===== src/rtl/core/cfac_pkg.sv =====
// shared types, codes and the byte-wide crc-16/modbus update
// used by the front, queue, back and top level of the crc16 framer
`timescale 1ns / 1ps

package cfac_pkg;

  localparam logic [15:0] CRC_INIT = 16'hFFFF;
  localparam logic [15:0] CRC_POLY = 16'hA001;
  localparam int unsigned QUEUE_DEPTH_DEF = 4;

  typedef enum logic [1:0] {
    JOB_PASS,
    JOB_APPEND_END,
    JOB_BYTE_VERDICT,
    JOB_VERDICT
  } job_kind_t;

  typedef enum logic [1:0] {
    ST_OK       = 2'd0,
    ST_MISMATCH = 2'd1,
    ST_SHORT    = 2'd2
  } frame_status_t;

  typedef struct packed {
    job_kind_t     kind;
    logic [7:0]    data;
    logic [15:0]   crc;
    frame_status_t status;
  } job_t;

  typedef struct packed {
    logic       full;
    logic       empty;
  } queue_stat_t;

  function automatic logic [15:0] crc16_update(logic [15:0] c, logic [7:0] b);
    logic [15:0] v;
    v = c ^ {8'h00, b};
    for (int k = 0; k < 8; k++) begin
      if (v[0]) begin
        v = (v >> 1) ^ CRC_POLY;
      end else begin
        v = v >> 1;
      end
    end
    return v;
  endfunction

endpackage


===== src/rtl/core/cfac_front.sv =====
// front part: accepts bytes, keeps crc, hold and direction, emits at most one job per byte
// depends on cfac_pkg
`timescale 1ns / 1ps

module cfac_front (
  input  logic          clk,
  input  logic          rst_n,
  input  logic          cfg_wr,
  input  logic          cfg_dir,
  output logic          dir,
  input  logic          acc,
  input  logic [7:0]    data_byte,
  input  logic          last_byte,
  output logic          push,
  output cfac_pkg::job_t job
);
  import cfac_pkg::*;

  logic [15:0] crc_r, crc_nxt;
  logic [7:0]  h0_r, h0_nxt, h1_r, h1_nxt;
  logic [1:0]  cnt_r, cnt_nxt;
  logic        dir_r, dir_nxt;
  logic [15:0] crc_in, crc_old_h0;
  logic [15:0] rx;

  assign dir        = dir_r;
  assign crc_in     = crc16_update(crc_r, data_byte);
  assign crc_old_h0 = crc16_update(crc_r, h0_r);

  always_comb begin
    crc_nxt = crc_r;
    h0_nxt  = h0_r;
    h1_nxt  = h1_r;
    cnt_nxt = cnt_r;
    dir_nxt = dir_r;
    push    = 1'b0;
    rx      = 16'h0000;
    job     = '{kind: JOB_PASS, data: data_byte, crc: crc_in, status: ST_OK};
    if (cfg_wr) begin
      dir_nxt = cfg_dir;
      crc_nxt = CRC_INIT;
      cnt_nxt = 2'd0;
    end else if (acc) begin
      if (!dir_r) begin
        push    = 1'b1;
        crc_nxt = crc_in;
        if (last_byte) begin
          job.kind = JOB_APPEND_END;
          crc_nxt  = CRC_INIT;
        end
      end else if (cnt_r == 2'd2) begin
        push     = 1'b1;
        job.data = h0_r;
        crc_nxt  = crc_old_h0;
        h0_nxt   = h1_r;
        h1_nxt   = data_byte;
        if (last_byte) begin
          rx         = {data_byte, h1_r};
          job.kind   = JOB_BYTE_VERDICT;
          job.status = (rx == crc_old_h0) ? ST_OK : ST_MISMATCH;
          crc_nxt    = CRC_INIT;
          cnt_nxt    = 2'd0;
        end
      end else begin
        if (cnt_r == 2'd0) begin
          h0_nxt = data_byte;
        end else begin
          h1_nxt = data_byte;
        end
        cnt_nxt = cnt_r + 2'd1;
        if (last_byte) begin
          push     = 1'b1;
          job.kind = JOB_VERDICT;
          job.data = 8'h00;
          rx       = {data_byte, h0_r};
          if (cnt_r == 2'd0) begin
            job.status = ST_SHORT;
          end else begin
            job.status = (rx == crc_r) ? ST_OK : ST_MISMATCH;
          end
          crc_nxt = CRC_INIT;
          cnt_nxt = 2'd0;
        end
      end
    end
  end

  always_ff @(posedge clk) begin
    if (!rst_n) begin
      crc_r <= CRC_INIT;
      h0_r  <= 8'h00;
      h1_r  <= 8'h00;
      cnt_r <= 2'd0;
      dir_r <= 1'b0;
    end else begin
      crc_r <= crc_nxt;
      h0_r  <= h0_nxt;
      h1_r  <= h1_nxt;
      cnt_r <= cnt_nxt;
      dir_r <= dir_nxt;
    end
  end

endmodule


===== src/rtl/core/cfac_queue.sv =====
// short job queue between front and back
// depends on cfac_pkg
`timescale 1ns / 1ps

module cfac_queue #(
  parameter int unsigned DEPTH = cfac_pkg::QUEUE_DEPTH_DEF
) (
  input  logic                clk,
  input  logic                rst_n,
  input  logic                push,
  input  cfac_pkg::job_t      push_job,
  input  logic                pop,
  output cfac_pkg::job_t      head,
  output cfac_pkg::queue_stat_t stat
);
  import cfac_pkg::*;

  localparam int unsigned PW = (DEPTH > 1) ? $clog2(DEPTH) : 1;
  localparam int unsigned CW = $clog2(DEPTH + 1);

  job_t          mem_r [DEPTH];
  logic [PW-1:0] wr_ptr_r, wr_ptr_nxt, rd_ptr_r, rd_ptr_nxt;
  logic [CW-1:0] cnt_r, cnt_nxt;
  logic          do_push, do_pop;

  assign stat.full  = (cnt_r == CW'(DEPTH));
  assign stat.empty = (cnt_r == '0);
  assign head       = mem_r[rd_ptr_r];
  assign do_push    = push && !stat.full;
  assign do_pop     = pop && !stat.empty;

  always_comb begin
    wr_ptr_nxt = wr_ptr_r;
    rd_ptr_nxt = rd_ptr_r;
    cnt_nxt    = cnt_r;
    if (do_push) begin
      wr_ptr_nxt = (wr_ptr_r == PW'(DEPTH - 1)) ? '0 : wr_ptr_r + 1'b1;
    end
    if (do_pop) begin
      rd_ptr_nxt = (rd_ptr_r == PW'(DEPTH - 1)) ? '0 : rd_ptr_r + 1'b1;
    end
    if (do_push && !do_pop) begin
      cnt_nxt = cnt_r + 1'b1;
    end else if (do_pop && !do_push) begin
      cnt_nxt = cnt_r - 1'b1;
    end
  end

  always_ff @(posedge clk) begin
    if (do_push) begin
      mem_r[wr_ptr_r] <= push_job;
    end
  end

  always_ff @(posedge clk) begin
    if (!rst_n) begin
      wr_ptr_r <= '0;
      rd_ptr_r <= '0;
      cnt_r    <= '0;
    end else begin
      wr_ptr_r <= wr_ptr_nxt;
      rd_ptr_r <= rd_ptr_nxt;
      cnt_r    <= cnt_nxt;
    end
  end

endmodule


===== src/rtl/core/cfac_back.sv =====
// back part: expands each job into its result items into an output register
// depends on cfac_pkg
`timescale 1ns / 1ps

module cfac_back (
  input  logic           clk,
  input  logic           rst_n,
  input  logic           job_valid,
  input  cfac_pkg::job_t job,
  output logic           pop,
  output logic           out_valid,
  input  logic           out_ready,
  output logic [7:0]     out_byte,
  output logic           byte_valid,
  output logic           frame_end,
  output logic [1:0]     frame_status,
  output logic           run_last
);
  import cfac_pkg::*;

  logic       valid_r, valid_nxt;
  logic [1:0] idx_r, idx_nxt;
  logic [7:0] byte_r, byte_nxt;
  logic       bv_r, bv_nxt, end_r, end_nxt, rl_r, rl_nxt;
  logic [1:0] st_r, st_nxt;
  logic       load, final_item;

  assign out_valid    = valid_r;
  assign out_byte     = byte_r;
  assign byte_valid   = bv_r;
  assign frame_end    = end_r;
  assign frame_status = st_r;
  assign run_last     = rl_r;
  assign load         = !valid_r || out_ready;

  always_comb begin
    byte_nxt   = job.data;
    bv_nxt     = 1'b1;
    end_nxt    = 1'b0;
    st_nxt     = ST_OK;
    rl_nxt     = 1'b0;
    final_item = 1'b0;
    unique case (job.kind)
      JOB_PASS: begin
        rl_nxt     = 1'b1;
        final_item = 1'b1;
      end
      JOB_APPEND_END: begin
        if (idx_r == 2'd1) begin
          byte_nxt = job.crc[7:0];
        end else if (idx_r == 2'd2) begin
          byte_nxt   = job.crc[15:8];
          end_nxt    = 1'b1;
          rl_nxt     = 1'b1;
          final_item = 1'b1;
        end
      end
      JOB_BYTE_VERDICT: begin
        if (idx_r != 2'd0) begin
          byte_nxt   = 8'h00;
          bv_nxt     = 1'b0;
          end_nxt    = 1'b1;
          st_nxt     = job.status;
          rl_nxt     = 1'b1;
          final_item = 1'b1;
        end
      end
      JOB_VERDICT: begin
        byte_nxt   = 8'h00;
        bv_nxt     = 1'b0;
        end_nxt    = 1'b1;
        st_nxt     = job.status;
        rl_nxt     = 1'b1;
        final_item = 1'b1;
      end
      default: begin
        final_item = 1'b1;
      end
    endcase
    pop       = load && job_valid && final_item;
    valid_nxt = valid_r;
    idx_nxt   = idx_r;
    if (load) begin
      valid_nxt = job_valid;
      if (job_valid) begin
        idx_nxt = final_item ? 2'd0 : idx_r + 2'd1;
      end
    end
  end

  always_ff @(posedge clk) begin
    if (!rst_n) begin
      valid_r <= 1'b0;
      idx_r   <= 2'd0;
    end else begin
      valid_r <= valid_nxt;
      idx_r   <= idx_nxt;
    end
  end

  always_ff @(posedge clk) begin
    if (load && job_valid) begin
      byte_r <= byte_nxt;
      bv_r   <= bv_nxt;
      end_r  <= end_nxt;
      st_r   <= st_nxt;
      rl_r   <= rl_nxt;
    end
  end

endmodule


===== src/rtl/core/crc16_frame_append_check.sv =====
// top level of the crc-16/modbus frame appender and checker
// depends on cfac_pkg, cfac_front, cfac_queue, cfac_back
`timescale 1ns / 1ps

// Byte stream framer with CRC-16/MODBUS (reflected 0xA001, init 0xFFFF, no final xor).
// Register 0 (direction) at address 0: 0 appends the crc after the last byte, low
// byte first; 1 holds bytes back two places, strips the trailing crc and issues a
// verdict item (tlast, status in tuser) after the frame's data: ok, mismatch or too
// short. Writing direction drops any frame in progress. One input byte is taken
// every cycle while the job queue (QUEUE_DEPTH entries) has room; the output side
// delivers one item a cycle while out_tready is high, so a pass-through byte yields one
// item, an append frame end three and a check frame end two, or one when the frame holds
// fewer than three bytes; the first two bytes of a check frame yield no item of their own.
// The output register drain rate is what limits sustained throughput on frames
// with many ends.
module crc16_frame_append_check #(
  parameter int unsigned QUEUE_DEPTH = cfac_pkg::QUEUE_DEPTH_DEF
) (
  input  logic        clk,
  input  logic        rst_n,
  input  logic        in_tvalid,
  output logic        in_tready,
  input  logic [7:0]  in_tdata,   // [7:0] data_byte
  input  logic        in_tlast,
  output logic        out_tvalid,
  input  logic        out_tready,
  output logic [15:0] out_tdata,  // [7:0] out_byte, [8] run_last, [15:9] zero
  output logic [2:0]  out_tuser,  // [0] byte_valid, [2:1] frame_status
  output logic        out_tlast,
  input  logic        cfg_psel,
  input  logic        cfg_penable,
  input  logic        cfg_pwrite,
  input  logic [2:0]  cfg_paddr,
  input  logic [31:0] cfg_pwdata,
  output logic [31:0] cfg_prdata,
  output logic        cfg_pready
);
  import cfac_pkg::*;

  logic        cfg_wr, dir, acc, push, pop;
  job_t        push_job, head;
  queue_stat_t qstat;
  logic [7:0]  o_byte;
  logic        o_bv, o_end, o_rl;
  logic [1:0]  o_st;

  assign cfg_pready = 1'b1;
  assign cfg_wr     = cfg_psel && cfg_penable && cfg_pwrite && (cfg_paddr[2] == 1'b0);
  assign cfg_prdata = (cfg_paddr[2] == 1'b0) ? {31'd0, dir} : 32'd0;
  assign in_tready  = !qstat.full;
  assign acc        = in_tvalid && in_tready;

  cfac_front u_front (
    .clk       (clk),
    .rst_n     (rst_n),
    .cfg_wr    (cfg_wr),
    .cfg_dir   (cfg_pwdata[0]),
    .dir       (dir),
    .acc       (acc),
    .data_byte (in_tdata),
    .last_byte (in_tlast),
    .push      (push),
    .job       (push_job)
  );

  cfac_queue #(.DEPTH(QUEUE_DEPTH)) u_queue (
    .clk      (clk),
    .rst_n    (rst_n),
    .push     (push),
    .push_job (push_job),
    .pop      (pop),
    .head     (head),
    .stat     (qstat)
  );

  cfac_back u_back (
    .clk          (clk),
    .rst_n        (rst_n),
    .job_valid    (!qstat.empty),
    .job          (head),
    .pop          (pop),
    .out_valid    (out_tvalid),
    .out_ready    (out_tready),
    .out_byte     (o_byte),
    .byte_valid   (o_bv),
    .frame_end    (o_end),
    .frame_status (o_st),
    .run_last     (o_rl)
  );

  assign out_tdata = {7'd0, o_rl, o_byte};
  assign out_tuser = {o_st, o_bv};
  assign out_tlast = o_end;

  // a job is never offered to a full queue
  a_no_overflow: assert property (@(posedge clk) disable iff (!rst_n)
    push |-> !qstat.full)
    else $error("job pushed into full queue");

  // a nonzero status only rides on a frame end item
  a_status_at_end: assert property (@(posedge clk) disable iff (!rst_n)
    out_tvalid && (out_tuser[2:1] != 2'd0) |-> out_tlast && !out_tuser[0])
    else $error("frame status outside verdict item");

  // an item without a byte is always a verdict closing its run
  a_verdict_shape: assert property (@(posedge clk) disable iff (!rst_n)
    out_tvalid && !out_tuser[0] |-> out_tlast && out_tdata[8] && (out_tdata[7:0] == 8'h00))
    else $error("malformed verdict item");

endmodule

===== config.mk =====
export PLATFORM = sky130hd
export DESIGN_NAME = crc16_frame_append_check
export DESIGN_NICKNAME = d
export VERILOG_FILES = /design/src/rtl/core/cfac_pkg.sv /design/src/rtl/core/cfac_front.sv /design/src/rtl/core/cfac_queue.sv /design/src/rtl/core/cfac_back.sv /design/src/rtl/core/crc16_frame_append_check.sv
export SDC_FILE = /design/constraint.sdc
export NUM_CORES = 1
export LEC_CHECK = 0
export ABC_AREA = 1
export ABC_CLOCK_PERIOD_IN_PS = 4600
export BUFFER_PORTS_ARGS = -buffer_cell sky130_fd_sc_hd__buf_2
export CAP_MARGIN = 20
export CORE_MARGIN = 2
export CORE_UTILIZATION = 60
export CTS_BUF_LIST = sky130_fd_sc_hd__clkbuf_8
export DETAILED_ROUTE_END_ITERATION = 8
export PLACE_DENSITY = 0.82
export REMOVE_ABC_BUFFERS = 1
export SKIP_CTS_REPAIR_TIMING = 1
export SLEW_MARGIN = 40
export SYNTH_ARGS = -nofsm -noshare
export SYNTH_HDL_FRONTEND = slang
export SYNTH_SLANG_ARGS = --single-unit
export TNS_END_PERCENT = 1

===== constraint.sdc =====
create_clock -name clk -period 4.6 [get_ports clk]
set_clock_uncertainty 0.05 [all_clocks]
set_input_delay 0.23 -clock clk [delete_from_list [all_inputs] [get_ports clk]]
set_output_delay 0.23 -clock clk [all_outputs]
set_load 0.02 [all_outputs]

**After elaboration in Yosys (flattened, before gate mapping)**

Memories as Yosys holds them, arrays and structs flattened. A register that Yosys moved wholly into a read port is not among the register bits.
Index checks and enable logic that the tools add are counted.
Widths: inputs -> output; s select.

- Register bits after elaboration: 58
- Latch bits: 0
- Memory bits (writable): 112
- ROM bits: 0
- Bits of input ports: 51
- Output and inout port bits: 55
- Word-level logic and storage cells: 160
- Memories kept: 1

Memory list:

| name | words | bits a word | read ports | clocked after Yosys merged registers in | write ports | RTL line | RTL |
|---|---|---|---|---|---|---|---|
| u_queue.mem_r | 4 | 28 | 1 | 1 | 1 | cfac_queue.sv:21 | `job_t mem_r [DEPTH];` |

- Add/sub/neg operators: 6
- Multipliers: 0
- Divide/modulo/power cells: 0
- $lt $le $gt $ge: 0
- Equality and inequality tests: 14
- Shift-type cells: 0
- Mux-type cells: 73
- Bitwise gates (word level): 22
- Reduce and logical (&&, ||, !) cells: 29

Operators with widths:

| operator | count |
|---|---|
| $mux 16 | 21 |
| $mux 8 | 8 |
| $not 2->3 | 16 |
| $mux 10 | 4 |
| $mux 2 | 18 |
| $eq 16x16->1 | 2 |
| $xor 16x8->16 | 2 |
| $pmux 8 s3 | 1 |
| $mux 1 | 15 |
| $eq 2x2->1 const B | 6 |
| $logic_and 1x1->1 | 10 |
| $add 2x1->2 const B | 4 |
| $reduce_and 4->1 | 2 |
| $mux 3 | 2 |
| $pmux 1 s3 | 2 |
| $reduce_bool 2->1 | 3 |
| $logic_not 1->1 | 5 |
| $eq 2x1->1 const B | 2 |
| $logic_not 2->1 | 2 |
| $not 1->1 | 4 |
| $pmux 2 s2 | 1 |
| $reduce_and 2->1 | 2 |
| $reduce_or 2->1 | 2 |
| $add 3x1->3 const B | 1 |
| 9 further kinds | 9 |

**Depth between registers and ports, before layout**

Gate-level depths: netlist of the first run.

- Depth after elaboration: 24
- Depth in mapped cells: 22

**By module**

A second synthesis of the first run with hierarchy kept.

- Cell total of the unflattened synthesis: 960
- Area, all modules: 8833.5 um^2

By module, submodules not included:

| module | instances | cells each | area an instance (um^2) | seq. area each (um^2) |
|---|---|---|---|---|
| cfac_queue | 1 | 343 | 4653.2 | 3543.4 |
| cfac_front | 1 | 441 | 2819.0 | 700.7 |
| cfac_back | 1 | 123 | 1006.0 | 450.4 |
| crc16_frame_append_check | 1 | 53 | 355.3 | 0.0 |

**Worst setup path after synthesis of the first run**

No wires, ideal clock.

- Path kind: register to register
- From: reg with a tool-made name
- To: reg u_queue.cnt_r[2]
- Arrival time: 3031 ps
- Path slack: 1397 ps
- Stages on the path, launching flop included: 22
- Cell sequence: dfxtp_1 > buf_2 > buf_2 > buf_2 > nand2_1 > a32oi_1 > inv_1 > ha_1 > inv_1 > nor2_1 > inv_1 > a31oi_1 > inv_1 > nor2_1 > inv_1 > ha_1 > inv_1 > fa_1 > a21oi_1 > o21ai_0 > o21ai_0 > a21oi_1

RTL lines:

| what | RTL line | RTL |
|---|---|---|
| end signal, assigned | cfac_queue.sv:63 | `cnt_r <= cnt_nxt;` |
| end, declared | cfac_queue.sv:23 | `logic [CW-1:0] cnt_r, cnt_nxt;` |

==> results of run 1 <==
[report_power, final]
group / switching, mW / leakage [nW] / internal (mW) / total (mW)
Combinational: 1.21 / 2.14 / 0.534 / 1.74
Sequential: 0.0991 / 1.52 / 1.99 / 2.09
Clock: 0.543 / 0.185 / 0.427 / 0.970
[worst max-delay path: cells and delay by family (launching register included)]
family | cells | cell delay (ps)
adders and majority gates | 3 | 820
and+or+nand+nor | 2 | 140
DFF | 1 | 300
AOI/OAI and AO/OA | 7 | 1060
buffers and inverters | 8 | 1130
[state kept, by name, summed over array words and instances, names as in the netlist, named ones only]
signal and flops:
u_back.byte_valid 1, u_back.frame_end 1, u_back.frame_status 2, u_back.idx_r 2, u_back.out_byte 8, u_back.out_valid 1, u_back.run_last 1, u_front.cnt_r 2
u_front.crc_r 16, u_front.dir 1, u_front.h0_r 8, u_front.h1_r 8, u_queue.cnt_r 3, u_queue.mem_r 112, u_queue.rd_ptr_r 2, u_queue.wr_ptr_r 2
[layout make-up]
class	count	area [um^2]	share of cell area (%)
Clock buffer	17	234	2.48
Clock inverter	14	119	1.26
Inverter	103	390	4.14
Multi-Input combinational cell	645	3510	37.2
Sequential cell	172	4690	49.8
Tap cell	184	230	2.44
Timing Repair Buffer	45	258	2.73
[worst paths after layout]
kind / endpoint / startpoint / depth (start not counted) / slack, ps
setup reg to reg: u_queue.cnt_r[2] / register / 20 / 990
setup / recovery: u_queue.cnt_r[2] / register / 20 / 990
hold reg to reg: u_back.idx_r[0] / u_back.idx_r[0] / 2 / 440
hold / removal: u_front.dir / cfg_paddr[2] / 3 / 10
[cell usage after synthesis (13+ instances only)]
| library cell | n |
|---|---|
| nand3_1 | 30 |
| a21oi_1 | 56 |
| buf_4 | 42 |
| nor2_1 | 90 |
| nand2_2 | 28 |
| dfxtp_1 | 47 |
| xor2_1 | 13 |
| ha_1 | 21 |
| nand2_1 | 163 |
| edfxtp_1 | 125 |
| clkbuf_1 | 17 |
| o22ai_1 | 21 |
| inv_2 | 22 |
| inv_1 | 78 |
| o21ai_0 | 89 |
[kinds of logic after synthesis]
family | after synthesis | share of synthesized area [%]
and+or+nand+nor | 337 | 17.1
AOI/OAI and AO/OA | 221 | 14.6
buffers and inverters | 176 | 9.58
DFF | 172 | 52.8
xor gates and xnor gates | 25 | 2.55
adders and majority gates | 22 | 3.18
other | 2 | 0.0845
muxes | 1 | 0.113
[stage by stage]
stage	worst slack [ps]	hold slack [ps]	cells	cell area, um^2
after CTS	1050	-41.6	1179	9420
after detailed placement	1070	429	1148	9060
after global placement	1170	426	1148	9060
after floorplan	343	310	920	8570
final	989	9.64	1180	9430
after global routing	552	33.0	1180	9430
[per-layer routing]
metal | global-route usage (%) | part of all wire [%] | vias to the layer above
met5 | 0 | 0 | -
met1 | 32.4 | 41 | 3092
met4 | 12.5 | 2.6 | 0
li1 | - | - | 3233
met3 | 6.67 | 8.8 | 51
met2 | 41.6 | 48 | 356
==> impl_metrics.py, run 1 <==
metrics = {
    "global_routing": {
        "antenna_found_initial": 0,
        "grt_overflow_total": 0,
        "track_usage_pct": 25.7,
        "grt_pass1_vias": 6442,
        "grt_start_max_net_pins": 57,
        "grt_pass1_wl_mm": 31.6,
    },
    "finish": {
        "fillers": 1119,
        "drive_gt1_share_pct": 15.7,
        "fin_util_pct": 64.9,
        "num-nets-final": 1057,
        "mostFrequentLayoutCell": "nand2_1",
        "syn2layout_area_growth_pct": 6.06,
        "final_cell_mix": "nand2_1 (163), edfxtp_1 (125), o21ai_0 (89), nor2_1 (86), inv_1 (79)",
        "antennaDiodeCount": 0,
    },
    "clocking": {
        "cts-buffers-inserted": 17,
        "cts.sinks": 172,
        "clk_pin_slew_ps": 90,
        "cts-root-buf": "clkbuf_8",
        "cts_htree_levels": 4,
        "clk_latency_ps": 460,
        "clockBufferDepth": 2,
        "cts_tree": "done",
    },
    "power": {
        "pwr_density_cell_mw_per_mm2": 509,
        "irDropWorstVdd_mv": 0.336,
        "total_power_mw": 4.80,
        "power.leakage_nw": 3.85,
    },
    "worst_setup_path": {
        "cp.required_ps": 4890,
        "crit_path_max_incr_delay_ps": 430,
        "start_kind": "register",
        "path_max_fanout": 19,
        "crit_path_frequent_cell": "inv_1",
        "worstPathCellList": "buf_4 -> inv_1 -> a21oi_1 -> a32oi_1 -> inv_1 -> ha_1 -> inv_1 -> nor2_1 -> inv_1 -> a31oi_1 -> inv_1 -> nor2_1 -> inv_1 -> ha_1 -> inv_1 -> fa_1 -> a21oi_1 -> o21ai_0 -> o21ai_0 -> a21oi_1",
        "crit_slowest_cell": "fa_1",
        "crit_arrival_ps": 3900,
        "critPathCaptureType": "register",
        "path_class": "register to register",
    },
    "floorplan": {
        "die_h_um": 126,
        "ios": 106,
        "initial_utilization_pct": 61.2,
        "row_count": 44,
        "fp.dieW_um": 126,
        "core_mm2": 0.0145,
        "dieArea_mm2": 0.0158,
    },
    "route": {
        "drt.antenna.violating_nets": 0,
        "postRouteWirelength_mm": 19.8,
        "dr.pass1.iters": 5,
        "via_per_inst": 5.71,
        "drtIter0Drc": 655,
        "drc": 0,
        "vias": 6732,
        "wl_per_cell_um": 16.8,
    },
    "yosys": {
        "yosys_register_bits": 172,
        "synth_top_area_share_pct": 42.2,
        "syn_area_per_cell_um2": 9.30,
        "synth_area_mm2": 0.00889,
        "yosys.area.top_type": "edfxtp_1",
        "synthDistinctLibCells": 47,
        "synth_edf_count": 125,
        "yosysSeqAreaShare_pct": 52.8,
        "yosysWarnings": 0,
        "synth_flop_cell": "edfxtp_1",
        "syn_inst": 956,
        "synth-async-reset-ratio_pct": 0,
        "ys_top_cells_by_area": "edfxtp_1 (42%), dfxtp_1 (11%), nand2_1 (6.9%)",
    },
    "timing": {
        "setup_viol": 0,
        "slew_viol_final": 0,
        "clock.fmax_ghz": 0.277,
        "period_share_pct": 78.5,
        "finalHoldViolCount": 0,
        "slew_headroom_pct": 49.6,
        "rsz0062_at_grt": "no",
        "setup_tns_ps": 0,
        "worstMarginPinSlew_ps": 753,
        "min_period_ps": 3610,
    },
    "min_path": {
        "hold_path_class": "input port to register",
    },
    "placement": {
        "io_buffers": 33,
        "dp_hpwl_mm": 13.3,
        "place.gp.congestion": 0.942,
    },
    "flow_run": {
        "cap_viol_max_count": 0,
    },
    "status": {
        "status": "complete, no violations",
    },
}
No activity file was read; power rests on OpenSTA's default activity.
==> inputs of run 2 (changes only) <==
ABC_AREA = 0   (was 1)
ABC_CLOCK_PERIOD_IN_PS = 3600   (was 4600)
clock period = 3.6 ns   (was 4.6 ns; I/O delays follow)
==> impl_metrics.py, run 2 <==
metrics = {
    "status": {
        "status": "complete, no violations",
    },
    "placement": {
        "dpl.cell_count": 788,
        "io_buffers": 33,
        "dp_hpwl_mm": 11.1,
        "place_ws_ps": 256,
        "place.gp.congestion": 0.945,
    },
    "worst_setup_path": {
        "cp.required_ps": 3940,
        "rrSetupSlack_ps": 210,
        "crit_arrival_ps": 3720,
        "cp.depth": 12,
        "start_kind": "register",
        "crit_buf_inv": 2,
        "r2r_end": "u_queue.cnt_r[2]",
        "critPathTopFamily": "adder cells",
        "crit_path_max_incr_delay_ps": 550,
        "path_max_fanout": 4,
        "critPathCaptureType": "register",
        "worstPathCellList": "mux4_2 -> ha_1 -> inv_1 -> o21ai_0 -> mux2_2 -> nand2_1 -> ha_1 -> inv_1 -> fa_1 -> xor2_1 -> or3_1 -> a21boi_0",
        "r2r_cells": 12,
        "path_class": "register to register",
        "crit_slowest_cell": "mux4_2",
    },
    "floorplan": {
        "core_mm2": 0.0134,
        "die_h_um": 122,
        "dieArea_mm2": 0.0148,
        "row_count": 42,
        "ios": 106,
        "fp.dieW_um": 122,
        "initial_utilization_pct": 61.9,
    },
    "yosys": {
        "synth-async-reset-ratio_pct": 0,
        "synth_adder_area_share_pct": 3.41,
        "synthMuxAreaShare_pct": 11.2,
        "synth_area_mm2": 0.00830,
        "synth_flop_cell": "edfxtp_1",
        "synthDistinctLibCells": 53,
        "synth_top_family_by_area": "multiplexers",
        "synth_commonest_cells": "edfxtp_1 (125), dfxtp_1 (47), buf_4 (42)",
        "synth_top_area_share_pct": 45.2,
        "synth.most_common_cell": "edfxtp_1",
        "synth_edf_count": 125,
        "syn_area_per_cell_um2": 13.6,
        "synth-xor-area-share_pct": 8.26,
        "yosysSeqAreaShare_pct": 56.6,
        "synth-simple-area-share_pct": 6.78,
        "synth_compound_area_share_pct": 7.27,
        "ys_top_cells_by_area": "edfxtp_1 (45%), dfxtp_1 (11%), mux4_2 (7.6%)",
        "yosys_register_bits": 172,
        "syn_inst": 611,
        "yosysWarnings": 0,
        "yosys.area.top_type": "edfxtp_1",
    },
    "min_path": {
        "worstHoldPathCells": 3,
        "hold_path_class": "input port to register",
        "hp-start": "in_tdata[2]",
        "min_to": "u_front.h1_r[2]",
    },
    "route": {
        "vias": 4741,
        "drc": 0,
        "postRouteWirelength_mm": 15.9,
        "drtIter0Drc": 498,
        "via_per_inst": 5.77,
        "dr.pass1.iters": 7,
        "drt.antenna.violating_nets": 0,
        "wl_per_cell_um": 19.3,
    },
    "timing": {
        "setup_tns_ps": 0,
        "clock.fmax_ghz": 0.295,
        "setup_ws_ps": 214,
        "period_share_pct": 94.0,
        "slew_headroom_pct": 48.5,
        "slew_viol_final": 0,
        "setup_viol": 0,
        "worstMarginPinSlew_ps": 771,
        "rsz0062_at_grt": "no",
        "finalHoldViolCount": 0,
        "min_period_ps": 3390,
    },
    "power": {
        "irDropWorstVdd_mv": 0.263,
        "p_seq_share_pct": 45.7,
        "switching_share_pct": 32.3,
        "p_comb_share_pct": 31.2,
        "power.leakage_nw": 3.33,
        "internal_power_mw": 3.98,
        "power_switching_mw": 1.89,
        "total_power_mw": 5.87,
        "pwr_density_cell_mw_per_mm2": 664,
        "p_clk_share_pct": 23.2,
    },
    "clocking": {
        "cts-buffers-inserted": 17,
        "clockBufferDepth": 2,
        "clk_latency_ps": 470,
        "cts.sinks": 172,
        "cts_tree": "done",
        "cts-root-buf": "clkbuf_8",
        "cts_htree_levels": 4,
        "clk_pin_slew_ps": 80,
    },
    "finish": {
        "antennaDiodeCount": 0,
        "seq_area_mm2": 0.00470,
        "syn2layout_area_growth_pct": 6.57,
        "largest-register": "u_queue.mem_r",
        "final_cells": 822,
        "multi_input_comb_area_mm2": 0.00322,
        "drive_gt1_share_pct": 17.2,
        "largest_reg_flops": 112,
        "top_regs": "u_queue.mem_r x112, u_front.crc_r x16",
        "mostFrequentLayoutCell": "edfxtp_1",
        "num-nets-final": 706,
        "fillers": 958,
        "fin_util_pct": 66.0,
        "final_cell_mix": "edfxtp_1 (125), dfxtp_1 (46), conb_1 (39), buf_2 (33), xnor2_1 (30)",
    },
    "global_routing": {
        "grt_pass1_wl_mm": 25.3,
        "grt_pass1_vias": 4725,
        "antenna_found_initial": 0,
        "grt_start_max_net_pins": 30,
        "track_usage_pct": 23.2,
        "grt_overflow_total": 0,
    },
    "flow_run": {
        "cap_viol_max_count": 0,
    },
}
-- run 2: cell types whose count changed after synthesis, moves of 20 or more --
cell     change
a21oi_1     -38
inv_1       -60
inv_2       -22
mux2i_1     +28
mux4_2      +28
nand2_1    -136
nand2_2     -28
nand3_1     -24
nor2_1      -73
nor2b_1     +20
o21ai_0     -67
-- run 2: kinds of logic (layout without fill, tap and decap cells) --
| kind of cell | count (synthesis) | after routing |
|---|---|---|
| xor+xnor | 65 | 65 |
| compound gates | 88 | 88 |
| fa+ha+maj | 22 | 22 |
| buf+inv | 95 | 93 |
| flops | 172 | 172 |
| simple gates | 109 | 109 |
| mux | 58 | 58 |
| other cells | 2 | 39 |
-- run 2: power by group through the flow --
stage / Clock [mW] / Combinational [mW] / Sequential, mW
global placement: 0 / 1.75 / 2.70
detailed placement: 0 / 1.83 / 2.73
finish: 1.36 / 1.83 / 2.68
floorplan: 0 / 1.17 / 2.85
global route: 1.45 / 2.00 / 2.71
CTS: 1.38 / 1.84 / 2.68
-- run 2: cell type report --
type                    count  area share [%]
flip-flops and latches    172            53.1
multi-input cells         381            36.4
clock buffers              18            2.80
repair buffers             43            2.77
well taps                 176            2.49
clock inverters            14            1.74
inverters                  18           0.764
-- run 2: metrics by stage --
stage / hold WS, ps / area [um^2]
detailed placement: 410 / 8420
finish: 49.9 / 8850
CTS: -86.6 / 8830
global route: 58.2 / 8850
global placement: 391 / 8420
floorplan: 252 / 7980
-- run 2: worst max path at each step --
| stage | startpoint | end | slack (ps) |
|---|---|---|---|
| 2_1_floorplan | register | u_queue.cnt_r[2] | -510 |
| 3_3_place_gp | register | u_queue.cnt_r[2] | 480 |
| 3_5_place_dp | register | u_queue.cnt_r[2] | 260 |
| 4_1_cts | register | u_queue.cnt_r[2] | 210 |
| 5_1_grt | register | u_queue.cnt_r[2] | 60 |
| 6_report | register | u_queue.cnt_r[2] | 210 |
-- run 2: worst register-to-register path: stages, from the launching register on --
cell,delay [ps]
dfxtp_2,380
mux4_2,550
ha_1,250
inv_1,80
o21ai_0,80
mux2_2,300
nand2_1,170
ha_1,220
inv_1,70
fa_1,450
xor2_1,190
or3_1,320
a21boi_0,190
-- run 2: per-layer routing --
layer / up-vias / global-route usage, % / part of all wire [%]
met2: 189 / 39.3 / 51
met5: - / 0 / 0
met3: 25 / 4.63 / 6.0
met1: 2334 / 29.9 / 41
met4: 0 / 8.84 / 2.0
li1: 2193 / - / -
==> inputs of run 3 (changes only) <==
CORE_ASPECT_RATIO = 0.8   (was unset)
GPL_ROUTABILITY_DRIVEN = 0   (was unset)
==> impl_metrics.py, run 3 (synthesized netlist as in run 2, its figures left out) <==
metrics = {
    "clocking": {
        "cts-buffers-inserted": 17,
        "cts.sinks": 172,
        "cts_tree": "done",
        "cts-root-buf": "clkbuf_8",
        "clockBufferDepth": 2,
        "cts_htree_levels": 4,
        "clk_pin_slew_ps": 90,
        "clk_latency_ps": 470,
    },
    "finish": {
        "top_regs": "u_queue.mem_r x112, u_front.crc_r x16",
        "antennaDiodeCount": 0,
        "drive_gt1_share_pct": 17.4,
        "final_cell_mix": "edfxtp_1 (125), dfxtp_1 (46), conb_1 (39), buf_2 (33), xnor2_1 (30)",
        "num-nets-final": 705,
        "largest_reg_flops": 112,
        "mostFrequentLayoutCell": "edfxtp_1",
        "largest-register": "u_queue.mem_r",
        "fin_util_pct": 65.2,
        "final_cells": 825,
        "syn2layout_area_growth_pct": 6.48,
    },
    "min_path": {
        "hold_path_class": "input port to register",
    },
    "floorplan": {
        "row_count": 38,
        "dieArea_mm2": 0.0148,
        "ios": 106,
        "core_mm2": 0.0136,
        "fp.dieW_um": 136,
        "die_h_um": 109,
        "initial_utilization_pct": 61.3,
    },
    "worst_setup_path": {
        "crit_slowest_cell": "mux4_2",
        "start_kind": "register",
        "crit_path_max_incr_delay_ps": 550,
        "critPathCaptureType": "register",
        "worstPathCellList": "mux4_2 -> ha_1 -> inv_1 -> o21ai_0 -> mux2_2 -> nand2_1 -> ha_1 -> inv_1 -> fa_1 -> xor2_1 -> or3_1 -> a21boi_0",
        "crit_arrival_ps": 3700,
        "path_class": "register to register",
        "path_max_fanout": 4,
        "cp.required_ps": 3930,
    },
    "timing": {
        "worstMarginPinSlew_ps": 756,
        "setup_viol": 0,
        "min_period_ps": 3370,
        "period_share_pct": 93.7,
        "clock.fmax_ghz": 0.296,
        "slew_headroom_pct": 49.3,
        "rsz0062_at_grt": "no",
        "slew_viol_final": 0,
        "finalHoldViolCount": 0,
        "setup_tns_ps": 0,
    },
    "status": {
        "status": "complete, no violations",
    },
    "route": {
        "drt.antenna.violating_nets": 0,
        "dr.pass1.iters": 5,
        "postRouteWirelength_mm": 16.6,
        "wl_per_cell_um": 20.1,
        "drtIter0Drc": 496,
        "vias": 4859,
        "drc": 0,
        "via_per_inst": 5.89,
    },
    "power": {
        "power.leakage_nw": 3.32,
        "pwr_density_cell_mw_per_mm2": 665,
        "irDropWorstVdd_mv": 0.347,
    },
    "global_routing": {
        "grt_pass1_wl_mm": 26.6,
        "grt_pass1_vias": 4935,
        "grt_overflow_total": 0,
        "grt_start_max_net_pins": 30,
        "track_usage_pct": 24.5,
        "antenna_found_initial": 0,
    },
    "placement": {
        "io_buffers": 33,
        "dpl.cell_count": 791,
        "dp_hpwl_mm": 11.1,
    },
    "flow_run": {
        "cap_viol_max_count": 0,
    },
}
[run 3: final cells by class]
type	instances	area, um^2
multi-input cells	381	3220
clock inverters	15	163
clock buffers	17	234
well taps	180	225
fillers	977	4710
inverters	18	67.6
repair buffers	42	238
flip-flops and latches	172	4700
[run 3: report_power, final]
| part | total (mW) | internal [mW] | switching (mW) |
|---|---|---|---|
| Sequential | 2.68 | 2.55 | 0.137 |
| Clock | 1.35 | 0.629 | 0.723 |
| Combinational | 1.84 | 0.734 | 1.10 |
[run 3: per-stage QoR]
step	setup WS [ps]	hold WS (ps)	power (mW)	instance area [um^2]
5_1_grt	90.3	45.6	6.18	8840
3_5_place_dp	319	412	4.55	8420
4_1_cts	242	-96.0	5.91	8820
6_report	227	42.8	5.88	8840
3_3_place_gp	475	383	4.44	8420
2_1_floorplan	-506	252	4.02	7980
[run 3: final timing paths]
kind | startpoint | end | slack [ps] | cells after the start
setup / recovery | register | u_queue.cnt_r[2] | 230 | 12
hold / removal | in_tdata[5] | u_front.h1_r[5] | 40 | 3
setup reg to reg | register | u_queue.cnt_r[2] | 230 | 12
hold reg to reg | u_front.cnt_r[0] | u_front.cnt_r[0] | 440 | 2
[run 3: critical path: cells and delay by family, from the launching register on]
kind	cells	cell delay [ps]
compound gates	2	270
xor+xnor	1	180
fa+ha+maj	3	920
buf+inv	2	130
flops	1	370
mux	2	850
simple gates	2	520
[run 3: routing by layer]
layer,vias to the layer above,global-route usage (%),part of all wire (%)
li1,2198,-,-
met1,2419,33.4,43
met2,223,38.1,48
met3,19,6.65,8.0
met4,0,9.45,1.1
met5,-,0,0
